### src/rtl/vdlct_pkg.sv
package vdlct_pkg;

  localparam int unsigned MaxDelay    = 32768;
  localparam int unsigned NumChannels = 2;
  localparam int unsigned PtrW        = $clog2(MaxDelay);
  localparam int unsigned ChW         = 1;
  localparam int unsigned AddrW       = ChW + PtrW;
  localparam int unsigned SampleW     = 24;
  localparam int unsigned FracW       = 16;
  localparam int unsigned DelayW      = PtrW + FracW;
  localparam int unsigned TimeW       = 16;
  localparam int unsigned DivNumW     = 33;
  localparam int unsigned AccW        = 44;

  localparam logic [DelayW-1:0] DelayTop = DelayW'((MaxDelay - 1) * (2 ** FracW));

  localparam logic [1:0] OpSample      = 2'd0;
  localparam logic [1:0] OpSetDelay    = 2'd1;
  localparam logic [1:0] OpResetSwitch = 2'd2;

  localparam logic [1:0] ModeInstant   = 2'd0;
  localparam logic [1:0] ModeCrossfade = 2'd1;
  localparam logic [1:0] ModeGlide     = 2'd2;

  localparam logic [1:0] PhaseNormal   = 2'd0;
  localparam logic [1:0] PhaseChanging = 2'd1;
  localparam logic [1:0] PhaseQueued   = 2'd2;

  localparam logic CfgChangeMode = 1'b0;
  localparam logic CfgSwitchTime = 1'b1;

  typedef struct packed {
    logic [1:0]                op;
    logic                      channel;
    logic signed [SampleW-1:0] sample_in;
    logic [PtrW-1:0]           delay_value;
    logic                      frame_end;
  } in_word_t;

  typedef struct packed {
    logic signed [SampleW-1:0] sample_out;
    logic                      out_channel;
  } out_word_t;

  typedef struct packed {
    logic               start;
    logic [DivNumW-1:0] dividend;
    logic [TimeW-1:0]   divisor;
  } div_req_t;

  typedef struct packed {
    logic               done;
    logic [DivNumW-1:0] quotient;
  } div_rsp_t;

  typedef struct packed {
    logic               we;
    logic [AddrW-1:0]   waddr;
    logic [SampleW-1:0] wdata;
    logic               re;
    logic [AddrW-1:0]   raddr;
  } store_req_t;

endpackage

### src/rtl/vdlct_div.sv
module vdlct_div (
  input  logic                clk_i,
  input  logic                rst_ni,
  input  vdlct_pkg::div_req_t req_i,
  output vdlct_pkg::div_rsp_t rsp_o
);
  import vdlct_pkg::*;

  localparam int unsigned CntW = $clog2(DivNumW + 1);

  logic               busy_q, busy_d;
  logic               done_q, done_d;
  logic [CntW-1:0]    cnt_q, cnt_d;
  logic [TimeW-1:0]   rem_q, rem_d;
  logic [TimeW-1:0]   dsr_q, dsr_d;
  logic [DivNumW-1:0] quo_q, quo_d;
  logic [TimeW:0]     trial;
  logic [TimeW:0]     trial_sub;

  always_comb begin
    trial     = {rem_q, quo_q[DivNumW-1]};
    trial_sub = trial - {1'b0, dsr_q};
    busy_d    = busy_q;
    done_d    = 1'b0;
    cnt_d     = cnt_q;
    rem_d     = rem_q;
    dsr_d     = dsr_q;
    quo_d     = quo_q;
    if (req_i.start) begin
      busy_d = 1'b1;
      cnt_d  = '0;
      rem_d  = '0;
      dsr_d  = req_i.divisor;
      quo_d  = req_i.dividend;
    end else if (busy_q) begin
      if (trial >= {1'b0, dsr_q}) begin
        rem_d = trial_sub[TimeW-1:0];
        quo_d = {quo_q[DivNumW-2:0], 1'b1};
      end else begin
        rem_d = trial[TimeW-1:0];
        quo_d = {quo_q[DivNumW-2:0], 1'b0};
      end
      cnt_d = cnt_q + 1'b1;
      if (cnt_q == CntW'(DivNumW - 1)) begin
        busy_d = 1'b0;
        done_d = 1'b1;
      end
    end
  end

  always_ff @(posedge clk_i or negedge rst_ni) begin
    if (!rst_ni) begin
      busy_q <= 1'b0;
      done_q <= 1'b0;
      cnt_q  <= '0;
    end else begin
      busy_q <= busy_d;
      done_q <= done_d;
      cnt_q  <= cnt_d;
    end
  end

  always_ff @(posedge clk_i) begin
    rem_q <= rem_d;
    dsr_q <= dsr_d;
    quo_q <= quo_d;
  end

  assign rsp_o.done     = done_q;
  assign rsp_o.quotient = quo_q;

endmodule

### config.mk
export PLATFORM = sky130hd
export DESIGN_NAME = vdlct_div
export DESIGN_NICKNAME = d
export VERILOG_FILES = /design/src/rtl/vdlct_pkg.sv /design/src/rtl/vdlct_div.sv
export SDC_FILE = /design/constraint.sdc
export NUM_CORES = 1
export LEC_CHECK = 0
export CAP_MARGIN = 10
export CORE_UTILIZATION = 65
export DETAILED_ROUTE_END_ITERATION = 8
export DONT_BUFFER_PORTS = 1
export HOLD_SLACK_MARGIN = 0.15
export PLACE_DENSITY = 0.81
export SYNTH_ARGS = -nofsm -noshare
export SYNTH_HDL_FRONTEND = slang
export SYNTH_SLANG_ARGS = --single-unit
### constraint.sdc
create_clock -name clk_i -period 3.6 [get_ports clk_i]
set_input_delay 0.18 -clock clk_i [delete_from_list [all_inputs] [get_ports clk_i]]
set_output_delay 0.18 -clock clk_i [all_outputs]
set_load 0.03 [all_outputs]
==> results of run 1 <==
per-stage QoR:
stage           util  setup WS [ps]  power, uW
2_1_floorplan      -           1180       2020
3_3_place_gp   0.693            802       2150
3_5_place_dp   0.693            723       2180
4_1_cts        0.823            680       2900
5_1_grt        0.823            426       3110
6_report       0.823            633       2970
worst max-delay path by stage:
stage | cells past startpoint | startpoint | end
2_1_floorplan | 9 | quo_q[32] | rem_q[5]
3_3_place_gp | 9 | quo_q[32] | rem_q[1]
3_5_place_dp | 9 | quo_q[32] | rem_q[7]
4_1_cts | 9 | quo_q[32] | rem_q[9]
5_1_grt | 9 | quo_q[32] | rem_q[11]
6_report | 9 | quo_q[32] | rem_q[9]
registers in the layout, summed over array words and instances (netlist names):
| name | cells |
|---|---|
| busy_q | 1 |
| done_q | 1 |
| quo_q | 33 |
| rem_q | 16 |
| dsr_q | 16 |
| cnt_q | 6 |
placed cells by master, fill, tap and decap left out, types with 3 or more instances in the layout:
cell,count
sky130_fd_sc_hd__a311oi_1,10
sky130_fd_sc_hd__dlygate4sd3_1,50
sky130_fd_sc_hd__and3_1,4
sky130_fd_sc_hd__nand4_1,5
sky130_fd_sc_hd__nor3_1,4
sky130_fd_sc_hd__edfxtp_1,49
sky130_fd_sc_hd__nand3_1,3
sky130_fd_sc_hd__clkbuf_8,9
sky130_fd_sc_hd__nand2_1,33
sky130_fd_sc_hd__nor2_1,31
sky130_fd_sc_hd__a211oi_1,4
sky130_fd_sc_hd__a21o_1,5
sky130_fd_sc_hd__xor2_1,6
sky130_fd_sc_hd__a311oi_2,3
sky130_fd_sc_hd__or3_1,6
sky130_fd_sc_hd__nand2b_1,4
sky130_fd_sc_hd__dfrtp_1,8
sky130_fd_sc_hd__clkinvlp_4,4
sky130_fd_sc_hd__dfxtp_1,16
sky130_fd_sc_hd__o21a_1,5
sky130_fd_sc_hd__a21oi_1,11
sky130_fd_sc_hd__inv_1,22
sky130_fd_sc_hd__o21ai_0,7
sky130_fd_sc_hd__xnor2_1,6
sky130_fd_sc_hd__mux2_2,33
sky130_fd_sc_hd__ha_1,18
sky130_fd_sc_hd__o2111ai_1,3
critical path: cells and delay by family (launching register included):
kind                     cells  cell delay (ps)
AND/OR/NAND/NOR              1              160
buffers and inverters        1               90
AO/OA/AOI/OAI                6             1830
flip-flops                   1              560
adder cells (fa/ha/maj)      1              230
power groups by stage:
| stage | clock [uW] | combinational [uW] | sequential (uW) |
|---|---|---|---|
| floorplan | 0 | 799 | 1220 |
| global placement | 0 | 897 | 1250 |
| detailed placement | 0 | 926 | 1250 |
| CTS | 671 | 992 | 1240 |
| global route | 706 | 1140 | 1260 |
| finish | 670 | 1050 | 1250 |
final cells by class:
type                    instances  area (um^2)
flip-flops and latches         73         1990
clock buffers                   9          124
repair buffers                 53          543
clock inverters                 7         77.6
well taps                      72         90.1
fillers                       312          992
multi-input cells             228         1710
inverters                      22         82.6
metal layers:
| metal | wire, um | part of all wire |
|---|---|---|
| met2 | 4740 | 0.52 |
| met3 | 625 | 0.069 |
| met1 | 3530 | 0.39 |
| met4 | 173 | 0.019 |
| met5 | 0 | 0 |
logic make-up after synthesis:
logic type      count (synthesis)
xor+xnor                       12
fa+ha+maj                      19
flops                          73
compound gates                 64
mux                            35
simple gates                   98
buf+inv                        41
==> impl_table.tex, run 1 <==
\begin{tabular}{lr}
\hline
Metric & Value \\
\hline
\multicolumn{2}{l}{\textbf{Outcome}} \\
Status & complete, no violations \\
\multicolumn{2}{l}{\textbf{Floorplanning}} \\
Boundary pin count & 86 \\
Standard-cell rows & 27 \\
Die Wd & 79.2 um \\
Initial core utilization & 0.691 \\
DIE AREA & around 6300 um\^{}2 \\
Height of the die & roughly 79 um \\
Core region area & $\sim$5600 um\^{}2 \\
\multicolumn{2}{l}{\textbf{Yosys}} \\
Combinational family with the most area after synthesis & compound AO/OA/AOI/OAI gates \\
Top\_reg\_cell synth & sky130\_fd\_sc\_hd\_\_edfxtp\_1 \\
Post-synthesis cell count & $\sim$340 \\
Mapped cell area & approximately 3900 um\^{}2 \\
Synth async-reset ratio & 0.110 \\
Mux share of post-synthesis cell area & 0.101 \\
Number of distinct library cells after synthesis & 51 \\
Most instantiated library cell after synthesis & sky130\_fd\_sc\_hd\_\_edfxtp\_1 \\
Parity-gate share of the synthesized area counting xor and xnor cells & 0.0271 \\
Post-synth top area share & 0.380 \\
Post-Synth Simple-Gate Area & 0.116 \\
Top area cells in the synthesized netlist & sky130\_fd\_sc\_hd\_\_edfxtp\_1 (38\%), sky130\_fd\_sc\_hd\_\_mux2\_2 (9.6\%), sky130\_fd\_sc\_hd\_\_dfxtp\_1 (8.3\%), sky130\_fd\_sc\_hd\_\_ha\_1 (5.8\%), sky130\_fd\_sc\_hd\_\_dfrtp\_1 (5.2\%) \\
Synth Warn \# & 0 \\
Leading area contributor after synthesis & sky130\_fd\_sc\_hd\_\_edfxtp\_1 \\
Adder-cell share of the synthesized area & 0.0633 \\
Flops \& latches, synth & 73 \\
Most frequent cells after synthesis & sky130\_fd\_sc\_hd\_\_edfxtp\_1 (49), sky130\_fd\_sc\_hd\_\_mux2\_2 (33), sky130\_fd\_sc\_hd\_\_nand2\_1 (33) \\
Post-synth EDFFs & 49 \\
Area fraction in compound gates after synthesis & 0.133 \\
Post-synth net total & 413 \\
Proportion of synthesized chip area in sequential cells & 0.514 \\
Avg Synthesized Cell Area & $\sim$11 um\^{}2 \\
\multicolumn{2}{l}{\textbf{STA}} \\
Setup TNS after final layout & 0 ps \\
Measured slew at the worst slew-check pin & 804 ps \\
Final Cycle Share & 0.824 \\
Final Hold Viols & 0 \\
Achievable frequency & between 300 and 400 MHz \\
Fin Hold WS & $\sim$160 ps \\
Setup repair after global routing missed its margin & false \\
Skew final & 14.9 ps \\
Time the worst path needs with I/O delays and setup & between 2000 and 3000 ps \\
Total of endpoints with negative setup slack in the final report & 0 \\
Normalized max-slew margin & 0.464 \\
Number of pins exceeding their max-slew limit in the final report & 0 \\
\multicolumn{2}{l}{\textbf{Route}} \\
Count of TritonRoute iterations in the first routing pass & 4 \\
Average wire per cell in the routed design & approximately 20 um \\
Starting DRC count in detailed routing & 244 \\
Remaining DRCs & 0 \\
Post-route ant nets & 0 \\
Detailed-route via count & 2890 \\
Final routed wirelength across all metal layers & approximately 9100 um \\
Detailed-route vias per instance & 6.23 \\
\multicolumn{2}{l}{\textbf{GRT}} \\
Gr ovfl total & 0 \\
Busiest layer in global routing & met2 \\
Global Route met3 Usage & 0.0862 \\
Met2 capacity usage during global routing & 0.541 \\
First-pass GRT wire length & about 14000 um \\
Initial antenna violation count & 0 \\
Vias in the first global route & around 2900 \\
Largest net degree at the start of global routing & slightly below 80 \\
Global routing met1 resource utilization & 0.359 \\
Global routing usage summed across all routing layers & 0.312 \\
\multicolumn{2}{l}{\textbf{Power}} \\
Internal power & roughly 1800 uW \\
Worst voltage drop across the vdd grid & 0.553 mV \\
Switching Fraction & 0.388 \\
Relative contribution of the clock network to total power & 0.226 \\
Leakage power figure & around 0.0018 uW \\
Total net switching power & between 1000 and 1500 uW \\
Total power per unit cell area & between 600 and 700 nW/um\^{}2 \\
Register share of total power & 0.421 \\
Power share of the combinational group & 0.353 \\
\multicolumn{2}{l}{\textbf{Finish}} \\
Non-filler cells, final & roughly 460 \\
Share of final-layout standard cells stronger than drive strength 1 & 0.161 \\
Final Cell Area & approximately 4600 um\^{}2 \\
Area growth from synthesis to layout & 19.2\% \\
Post-layout nets & around 460 \\
Number of antenna repair diodes & 0 \\
\multicolumn{2}{l}{\textbf{Critical path}} \\
Kind of launch point of the worst setup path & register \\
Depth of the worst register-to-register path & 9 \\
CP cell instances & inv\_1 > ha\_1 > nor2b\_1 > o2111ai\_1 > a211oi\_2 > a211oi\_4 > o21ai\_2 > o21ai\_0 > a311oi\_1 \\
CP Data Required Time & between 3000 and 4000 ps \\
Reg2Reg Launch Point & quo\_q[32] \\
RR Endpoint & rem\_q[9] \\
Largest fanout of any net on the critical path & 17 \\
Type of destination of the critical path & register \\
Largest stage delay, worst path & around 640 ps \\
Worst setup slack for register-to-register paths & roughly 630 ps \\
Crit path kind & register to register \\
Slowest cell on the critical path & sky130\_fd\_sc\_hd\_\_o21ai\_2 \\
Critical Path AT & between 3000 and 4000 ps \\
\multicolumn{2}{l}{\textbf{Hold path}} \\
Type of the tightest min-delay check & input pin to asynchronous set/reset pin \\
\multicolumn{2}{l}{\textbf{Clock tree}} \\
Later-pin clock latency in the skew report & around 370 ps \\
Clock buffers created by TritonCTS & 9 \\
Clock input transition at the sequential cells of the worst setup and hold paths & $\sim$80 ps \\
Root Buffer & sky130\_fd\_sc\_hd\_\_clkbuf\_8 \\
Total of cells resized after clock tree synthesis & 0 \\
TritonCTS clock tree & done \\
Post-CTS Hold Fix Bufs & roughly 50 \\
Number of levels in the clock H-tree & 3 \\
Post-CTS Setup Inserts & 0 \\
Clk sinks & 73 \\
Max clock buf depth & 2 \\
\multicolumn{2}{l}{\textbf{Placed design}} \\
Cell area reported after detailed placement & between 3000 and 4000 um\^{}2 \\
Half-perimeter wire length after detailed placement & 4860 um \\
\# port buffers & 0 \\
Number of placed cells counting well taps & between 300 and 400 \\
Last weighted congestion value of the routability-driven placer & about 0.89 \\
\multicolumn{2}{l}{\textbf{Job}} \\
MaxCap Viol Count & 0 \\
\hline
\end{tabular}
Note: power is estimated with default switching activity, not from simulation.
==> run 2: changes to the inputs <==
CORE_UTILIZATION = 63   (was 65)
PLACE_DENSITY = 0.79   (was 0.81)
clock period = 3.1 ns   (was 3.6 ns; I/O delays follow)
==> run 2 against run 1 <==
Compared with the run above:
- clock power up 37%
- largest power group unchanged
- cell count up 1.1%
- cell area up 1.4%
- maximum frequency down 1.2%
- sequential power up 15%
- sequential cell count unchanged
==> impl_table.tex, run 2 (synthesis gave the netlist of run 1 again) <==
\begin{tabular}{lr}
\hline
Metric & Value \\
\hline
\multicolumn{2}{l}{\textbf{Finish}} \\
Registers with the most flip-flops & quo\_q (33), dsr\_q (16), rem\_q (16) \\
Number of flip-flops under the largest register name & 33 (unchanged) \\
Area growth from synthesis to layout & 20.8\% \\
Share of final-layout standard cells stronger than drive strength 1 & 0.160 (-0.000816) \\
Commonest cells after routing, fill and taps aside & sky130\_fd\_sc\_hd\_\_dlygate4sd3\_1 (51), sky130\_fd\_sc\_hd\_\_edfxtp\_1 (49), sky130\_fd\_sc\_hd\_\_mux2\_2 (33), sky130\_fd\_sc\_hd\_\_nand2\_1 (33), sky130\_fd\_sc\_hd\_\_nor2\_1 (31) \\
Most frequent standard cell in the layout excluding fill and tap cells & sky130\_fd\_sc\_hd\_\_dlygate4sd3\_1 \\
Final-layout fill cell count & 363 (+16\%) \\
Final Cell Area & 4680 um\^{}2 (+1.4\%) \\
Post-layout nets & 460 (+0.44\%) \\
Number of antenna repair diodes & 0 (unchanged) \\
Register with the most flip-flops & quo\_q \\
\multicolumn{2}{l}{\textbf{Critical path}} \\
Launch point of the worst path & dsr\_q[1] \\
Type of destination of the critical path & register \\
Crit path depth & 9 (unchanged) \\
Reg2Reg Launch Point & dsr\_q[1] \\
Worst setup slack for register-to-register paths & 100 ps (-540 ps) \\
Largest stage delay, worst path & 600 ps (-40 ps) \\
Termination of the worst setup path & rem\_q[2] \\
CP cell instances & inv\_1 > ha\_1 > nor2b\_1 > o2111ai\_1 > a211oi\_2 > a211oi\_4 > o21ai\_2 > nand3\_1 > a311oi\_2 \\
Buf+Inv Stages, Crit Path & 1 (unchanged) \\
Slowest cell on the critical path & sky130\_fd\_sc\_hd\_\_o21ai\_2 \\
Kind of launch point of the worst setup path & register \\
CP Data Required Time & 3360 ps (-510 ps) \\
Critical path's top delay family & compound AO/OA/AOI/OAI gates \\
Crit path kind & register to register \\
Largest fanout of any net on the critical path & 17 (unchanged) \\
Depth of the worst register-to-register path & 9 (unchanged) \\
Critical Path AT & 3260 ps (+20 ps) \\
RR Endpoint & rem\_q[2] \\
\multicolumn{2}{l}{\textbf{Route}} \\
Count of TritonRoute iterations in the first routing pass & 5 (+1) \\
Average wire per cell in the routed design & 19.1 um (-2.5\%) \\
Post-route ant nets & 0 (unchanged) \\
Final routed wirelength across all metal layers & 8940 um (-1.5\%) \\
Starting DRC count in detailed routing & 239 (-2.0\%) \\
Detailed-route via count & 2886 (-0.14\%) \\
Detailed-route vias per instance & 6.15 (-1.2\%) \\
Remaining DRCs & 0 (unchanged) \\
\multicolumn{2}{l}{\textbf{Clock tree}} \\
Number of levels in the clock H-tree & 3 (unchanged) \\
Root Buffer & sky130\_fd\_sc\_hd\_\_clkbuf\_8 \\
Clock buffers created by TritonCTS & 9 (unchanged) \\
TritonCTS clock tree & done \\
Max clock buf depth & 2 (unchanged) \\
Later-pin clock latency in the skew report & 360 ps (about the same) \\
Clk sinks & 73 (unchanged) \\
Clock input transition at the sequential cells of the worst setup and hold paths & 80 ps (about the same) \\
\multicolumn{2}{l}{\textbf{Floorplanning}} \\
Height of the die & 80.4 um (+1.5\%) \\
Initial core utilization & 0.654 (-0.0365) \\
Die Wd & 80.4 um (+1.5\%) \\
DIE AREA & 6460 um\^{}2 (+3.1\%) \\
Standard-cell rows & 28 (+3.7\%) \\
Core region area & 5920 um\^{}2 (+5.6\%) \\
Boundary pin count & 86 (unchanged) \\
\multicolumn{2}{l}{\textbf{STA}} \\
Setup slack of the critical path after layout & 97.5 ps (-535 ps) \\
Measured slew at the worst slew-check pin & 828 ps (+24.2 ps) \\
Final Hold Viols & 0 (unchanged) \\
Skew final & 16.8 ps (+1.97 ps) \\
Time the worst path needs with I/O delays and setup & 3000 ps (+35.5 ps) \\
Normalized max-slew margin & 0.448 (-0.0161) \\
Total of endpoints with negative setup slack in the final report & 0 (unchanged) \\
Setup TNS after final layout & 0 ps (unchanged) \\
Number of pins exceeding their max-slew limit in the final report & 0 (unchanged) \\
Final Cycle Share & 0.969 (+0.144) \\
Achievable frequency & 333 MHz (-1.2\%) \\
Setup repair after global routing missed its margin & false \\
\multicolumn{2}{l}{\textbf{Power}} \\
Total power per unit cell area & 767 nW/um\^{}2 (+19\%) \\
Overall power consumption & 3590 uW (+21\%) \\
Leakage power figure & 0.00189 uW (+2.0\%) \\
Worst voltage drop across the vdd grid & 0.561 mV (+1.5\%) \\
\multicolumn{2}{l}{\textbf{Job}} \\
MaxCap Viol Count & 0 (unchanged) \\
\multicolumn{2}{l}{\textbf{Placed design}} \\
\# port buffers & 0 (unchanged) \\
Last weighted congestion value of the routability-driven placer & 0.914 (+2.8\%) \\
Post-place setup slack & 348 ps (-375 ps) \\
Half-perimeter wire length after detailed placement & 4770 um (-1.9\%) \\
Cell area reported after detailed placement & 3900 um\^{}2 (+0.29\%) \\
\multicolumn{2}{l}{\textbf{GRT}} \\
Gr ovfl total & 0 (unchanged) \\
Vias in the first global route & 2858 (-2.2\%) \\
Largest net degree at the start of global routing & 76 (-1.3\%) \\
First-pass GRT wire length & 13600 um (-4.8\%) \\
Global routing usage summed across all routing layers & 0.288 (-0.0247) \\
Initial antenna violation count & 0 (unchanged) \\
\multicolumn{2}{l}{\textbf{Hold path}} \\
Type of the tightest min-delay check & input pin to asynchronous set/reset pin \\
\multicolumn{2}{l}{\textbf{Outcome}} \\
Status & complete, no violations \\
\hline
\end{tabular}
run 2: per-stage QoR:
step	util	std cells	hold WS (ps)
after floorplan	-	342	-141
after global placement	0.658	401	-140
after detailed placement	0.658	401	-140
after CTS	0.790	469	153
after global routing	0.790	469	160
final	0.790	469	149
run 2: power by group:
| part | internal [uW] | total, uW | switching, uW |
|---|---|---|---|
| clock | 539 | 917 | 378 |
| sequential | 1210 | 1440 | 228 |
| combinational | 522 | 1230 | 705 |
| total | 2280 | 3590 | 1310 |
run 2: worst min-delay path by stage:
| stage | end | slack (ps) |
|---|---|---|
| detailed placement | done_q | -140 |
| floorplan | busy_q | -140 |
| finish | done_q | 150 |
| CTS | done_q | 150 |
| global placement | done_q | -140 |
| global route | cnt_q[3] | 160 |
run 2: final cells by class:
type / count / area (um^2) / area share
Sequential cell: 73 / 1990 / 0.426
Clock inverter: 6 / 115 / 0.0246
Timing Repair Buffer: 55 / 561 / 0.120
Inverter: 22 / 82.6 / 0.0177
Tap cell: 75 / 93.8 / 0.0201
Clock buffer: 10 / 128 / 0.0273
Multi-Input combinational cell: 228 / 1710 / 0.365
run 2: timing repair:
action                                 4_1_cts  5_1_grt
resized for setup                            0        0
hold buffers                                52        0
buffers inserted                             0        0
endpoints found under the hold margin       96        0
run 2: per-layer routing:
metal,global-route usage,share of wire
met1,0.332,0.38
met2,0.503,0.52
met3,0.0773,0.081
met4,0.116,0.022
met5,0,0
==> run 3: changes to the inputs <==
ABC_AREA = 1   (was not set)
CORE_UTILIZATION = 64   (was 63)
HOLD_SLACK_MARGIN = 0.08   (was 0.15)
PLACE_DENSITY = 0.8   (was 0.79)
==> run 3 against run 2 <==
Compared with the run above:
- first-iteration DRC count up 62%
- non-clock buffer count shrank 2
- power rose by 1.2%
- register-to-register slack better by 750 ps
- via count up 30%
- cell area rose by 6.9%
- global-route usage is 3.6 points higher
- cell count is 39% higher
- maximum frequency grew 33%
- largest cell class unchanged
==> impl_table.tex, run 3 <==
\begin{tabular}{lr}
\hline
Metric & Value \\
\hline
\multicolumn{2}{l}{\textbf{STA}} \\
Skew final & 14.1 ps (-2.78 ps) \\
Total of endpoints with negative setup slack in the final report & 0 (unchanged) \\
Normalized max-slew margin & 0.378 (-0.0699) \\
Final Hold Viols & 0 (unchanged) \\
Final Cycle Share & 0.727 (-0.241) \\
Achievable frequency & 444 MHz (+33\%) \\
Time the worst path needs with I/O delays and setup & 2250 ps (-748 ps) \\
Fin Hold WS & 110 ps (-38.3 ps) \\
Setup TNS after final layout & 0 ps (unchanged) \\
Measured slew at the worst slew-check pin & 932 ps (+104 ps) \\
Number of pins exceeding their max-slew limit in the final report & 0 (unchanged) \\
Setup repair after global routing missed its margin & false \\
\multicolumn{2}{l}{\textbf{Clock tree}} \\
Total of cells resized after clock tree synthesis & 0 (unchanged) \\
Later-pin clock latency in the skew report & 350 ps (about the same) \\
Post-CTS Setup Inserts & 0 (unchanged) \\
TritonCTS clock tree & done \\
Max clock buf depth & 2 (unchanged) \\
Root Buffer & sky130\_fd\_sc\_hd\_\_clkbuf\_8 \\
Clock buffers created by TritonCTS & 9 (unchanged) \\
Clock input transition at the sequential cells of the worst setup and hold paths & 90 ps (about the same) \\
Clk sinks & 73 (unchanged) \\
Number of levels in the clock H-tree & 3 (unchanged) \\
\multicolumn{2}{l}{\textbf{Critical path}} \\
Slowest cell on the critical path & sky130\_fd\_sc\_hd\_\_edfxtp\_1 \\
Critical Path AT & 2510 ps (-750 ps) \\
Kind of launch point of the worst setup path & register \\
Type of destination of the critical path & register \\
Largest fanout of any net on the critical path & 3 (-14) \\
CP cell instances & inv\_1 > ha\_1 > fa\_1 > o21bai\_1 > nand2\_1 > nand3\_1 > nand2\_1 > nand2\_1 > nand2\_1 > nand3\_1 > nand2\_1 \\
Buf+Inv Stages, Crit Path & 1 (unchanged) \\
CP Data Required Time & 3350 ps (about the same) \\
Critical path's top delay family & adder cells \\
Largest stage delay, worst path & 540 ps (-60 ps) \\
Worst setup slack for register-to-register paths & 850 ps (+750 ps) \\
Crit path kind & register to register \\
Most used cell, CP & sky130\_fd\_sc\_hd\_\_nand2\_1 \\
\multicolumn{2}{l}{\textbf{Yosys}} \\
Proportion of synthesized chip area in sequential cells & 0.465 (-0.0492) \\
Avg Synthesized Cell Area & 8.20 um\^{}2 (-28\%) \\
Top\_reg\_cell synth & sky130\_fd\_sc\_hd\_\_edfxtp\_1 \\
Top area cells in the synthesized netlist & sky130\_fd\_sc\_hd\_\_edfxtp\_1 (34\%), sky130\_fd\_sc\_hd\_\_nand2\_1 (20\%), sky130\_fd\_sc\_hd\_\_dfxtp\_1 (7.5\%), sky130\_fd\_sc\_hd\_\_ha\_1 (5.3\%), sky130\_fd\_sc\_hd\_\_inv\_1 (5.3\%) \\
Synth async-reset ratio & 0.110 (unchanged) \\
Leading area contributor after synthesis & sky130\_fd\_sc\_hd\_\_edfxtp\_1 \\
Post-synth top area share & 0.344 (-0.0363) \\
Most instantiated library cell after synthesis & sky130\_fd\_sc\_hd\_\_nand2\_1 \\
Synth Warn \# & 0 (unchanged) \\
Post-synth net total & 593 (+44\%) \\
Post-synthesis cell count & 522 (+53\%) \\
Post-synth EDFFs & 49 (unchanged) \\
Most frequent cells after synthesis & sky130\_fd\_sc\_hd\_\_nand2\_1 (224), sky130\_fd\_sc\_hd\_\_inv\_1 (60), sky130\_fd\_sc\_hd\_\_edfxtp\_1 (49) \\
Mapped cell area & 4280 um\^{}2 (+11\%) \\
Flops \& latches, synth & 73 (unchanged) \\
Number of distinct library cells after synthesis & 36 (-29\%) \\
\multicolumn{2}{l}{\textbf{Route}} \\
Final routed wirelength across all metal layers & 11000 um (+23\%) \\
Remaining DRCs & 0 (unchanged) \\
Starting DRC count in detailed routing & 387 (+62\%) \\
Detailed-route vias per instance & 5.77 (-6.3\%) \\
Post-route ant nets & 0 (unchanged) \\
Average wire per cell in the routed design & 16.8 um (-12\%) \\
Detailed-route via count & 3765 (+30\%) \\
Count of TritonRoute iterations in the first routing pass & 5 (unchanged) \\
\multicolumn{2}{l}{\textbf{Floorplanning}} \\
Boundary pin count & 86 (unchanged) \\
Die Wd & 83.8 um (+4.2\%) \\
DIE AREA & 7020 um\^{}2 (+8.6\%) \\
Initial core utilization & 0.670 (+0.0164) \\
Standard-cell rows & 29 (+3.6\%) \\
Height of the die & 83.8 um (+4.2\%) \\
Core region area & 6390 um\^{}2 (+7.9\%) \\
\multicolumn{2}{l}{\textbf{Finish}} \\
Number of flip-flops under the largest register name & 33 (unchanged) \\
Final Cell Area & 5000 um\^{}2 (+6.9\%) \\
Number of antenna repair diodes & 0 (unchanged) \\
Multi-input gate area & 1920 um\^{}2 (+12\%) \\
Final-layout fill cell count & 370 (+1.9\%) \\
Post-layout nets & 642 (+40\%) \\
Commonest cells after routing, fill and taps aside & sky130\_fd\_sc\_hd\_\_nand2\_1 (224), sky130\_fd\_sc\_hd\_\_inv\_1 (60), sky130\_fd\_sc\_hd\_\_edfxtp\_1 (49), sky130\_fd\_sc\_hd\_\_dlygate4sd3\_1 (49), sky130\_fd\_sc\_hd\_\_nand3\_1 (24) \\
Area growth from synthesis to layout & 16.8\% \\
Most frequent standard cell in the layout excluding fill and tap cells & sky130\_fd\_sc\_hd\_\_nand2\_1 \\
Registers with the most flip-flops & quo\_q (33), dsr\_q (16), rem\_q (16) \\
Storage element area & 1990 um\^{}2 (unchanged) \\
Share of final-layout standard cells stronger than drive strength 1 & 0.108 (-0.0523) \\
Register with the most flip-flops & quo\_q \\
\multicolumn{2}{l}{\textbf{Outcome}} \\
Status & complete, no violations \\
\multicolumn{2}{l}{\textbf{Power}} \\
Worst voltage drop across the vdd grid & 0.479 mV (-15\%) \\
Total power per unit cell area & 726 nW/um\^{}2 (-5.3\%) \\
Leakage power figure & 0.00249 uW (+32\%) \\
\multicolumn{2}{l}{\textbf{GRT}} \\
Vias in the first global route & 3791 (+33\%) \\
Gr ovfl total & 0 (unchanged) \\
Largest net degree at the start of global routing & 50 (-34\%) \\
First-pass GRT wire length & 17700 um (+30\%) \\
Global routing usage summed across all routing layers & 0.324 (+0.0362) \\
Initial antenna violation count & 0 (unchanged) \\
\multicolumn{2}{l}{\textbf{Hold path}} \\
Type of the tightest min-delay check & input pin to register \\
\multicolumn{2}{l}{\textbf{Placed design}} \\
\# port buffers & 0 (unchanged) \\
Cell area reported after detailed placement & 4280 um\^{}2 (+9.9\%) \\
Last weighted congestion value of the routability-driven placer & 0.900 (-1.5\%) \\
Half-perimeter wire length after detailed placement & 6170 um (+29\%) \\
\multicolumn{2}{l}{\textbf{Job}} \\
MaxCap Viol Count & 0 (unchanged) \\
\hline
\end{tabular}
==> run 3: power breakdown <==
part,leakage (uW),internal (uW),switching [uW]
Clock,0.000104,404,401
Combinational,0.00163,532,901
Sequential,0.000756,1190,200
Total,0.00249,2130,1500
==> run 3: final cells by class <==
| class | count | share of cell area |
|---|---|---|
| inverter | 68 | 0.0510 |
| multi-input combinational | 366 | 0.383 |
| timing repair buffer | 53 | 0.107 |
| sequential | 73 | 0.398 |
| tap | 77 | 0.0193 |
| clock inverter | 6 | 0.0145 |
| clock buffer | 10 | 0.0275 |
==> run 3: worst paths after layout <==
path,start,to,cells past startpoint
max,quo_q[32],rem_q[8],11
min,req_i[16],quo_q[0],2
max reg2reg,quo_q[32],rem_q[8],11
min reg2reg,rem_q[14],rem_q[14],2
max in group asynchronous,rst_ni,done_q,1
min in group asynchronous,rst_ni,cnt_q[5],1
==> run 3: metal layers <==
metal,global-route usage,share of wire
met1,0.381,0.38
met2,0.545,0.48
met3,0.0920,0.093
met4,0.157,0.046
met5,0.00758,0
==> run 3: through the flow <==
step	power, uW	setup slack [ps]	instances	util
after floorplan	2510	1130	522	-
after global placement	2680	989	587	0.670
after detailed placement	2710	909	587	0.670
after CTS	3570	862	653	0.783
after global routing	3840	680	653	0.783
final	3630	846	653	0.783
==> run 3: logic make-up after synthesis <==
| kind of cell | count (synthesis) | synth area share |
|---|---|---|
| compound gates | 21 | 0.0286 |
| xor+xnor | 6 | 0.0123 |
| fa+ha+maj | 19 | 0.0573 |
| buf+inv | 83 | 0.0874 |
| flops | 73 | 0.465 |
| simple gates | 320 | 0.349 |
==> run 3: timing repair <==
item                                   in CTS  in global routing
endpoints found under the hold margin      73                  0
setup endpoints to repair                   0                  0
hold buffers                               50                  0
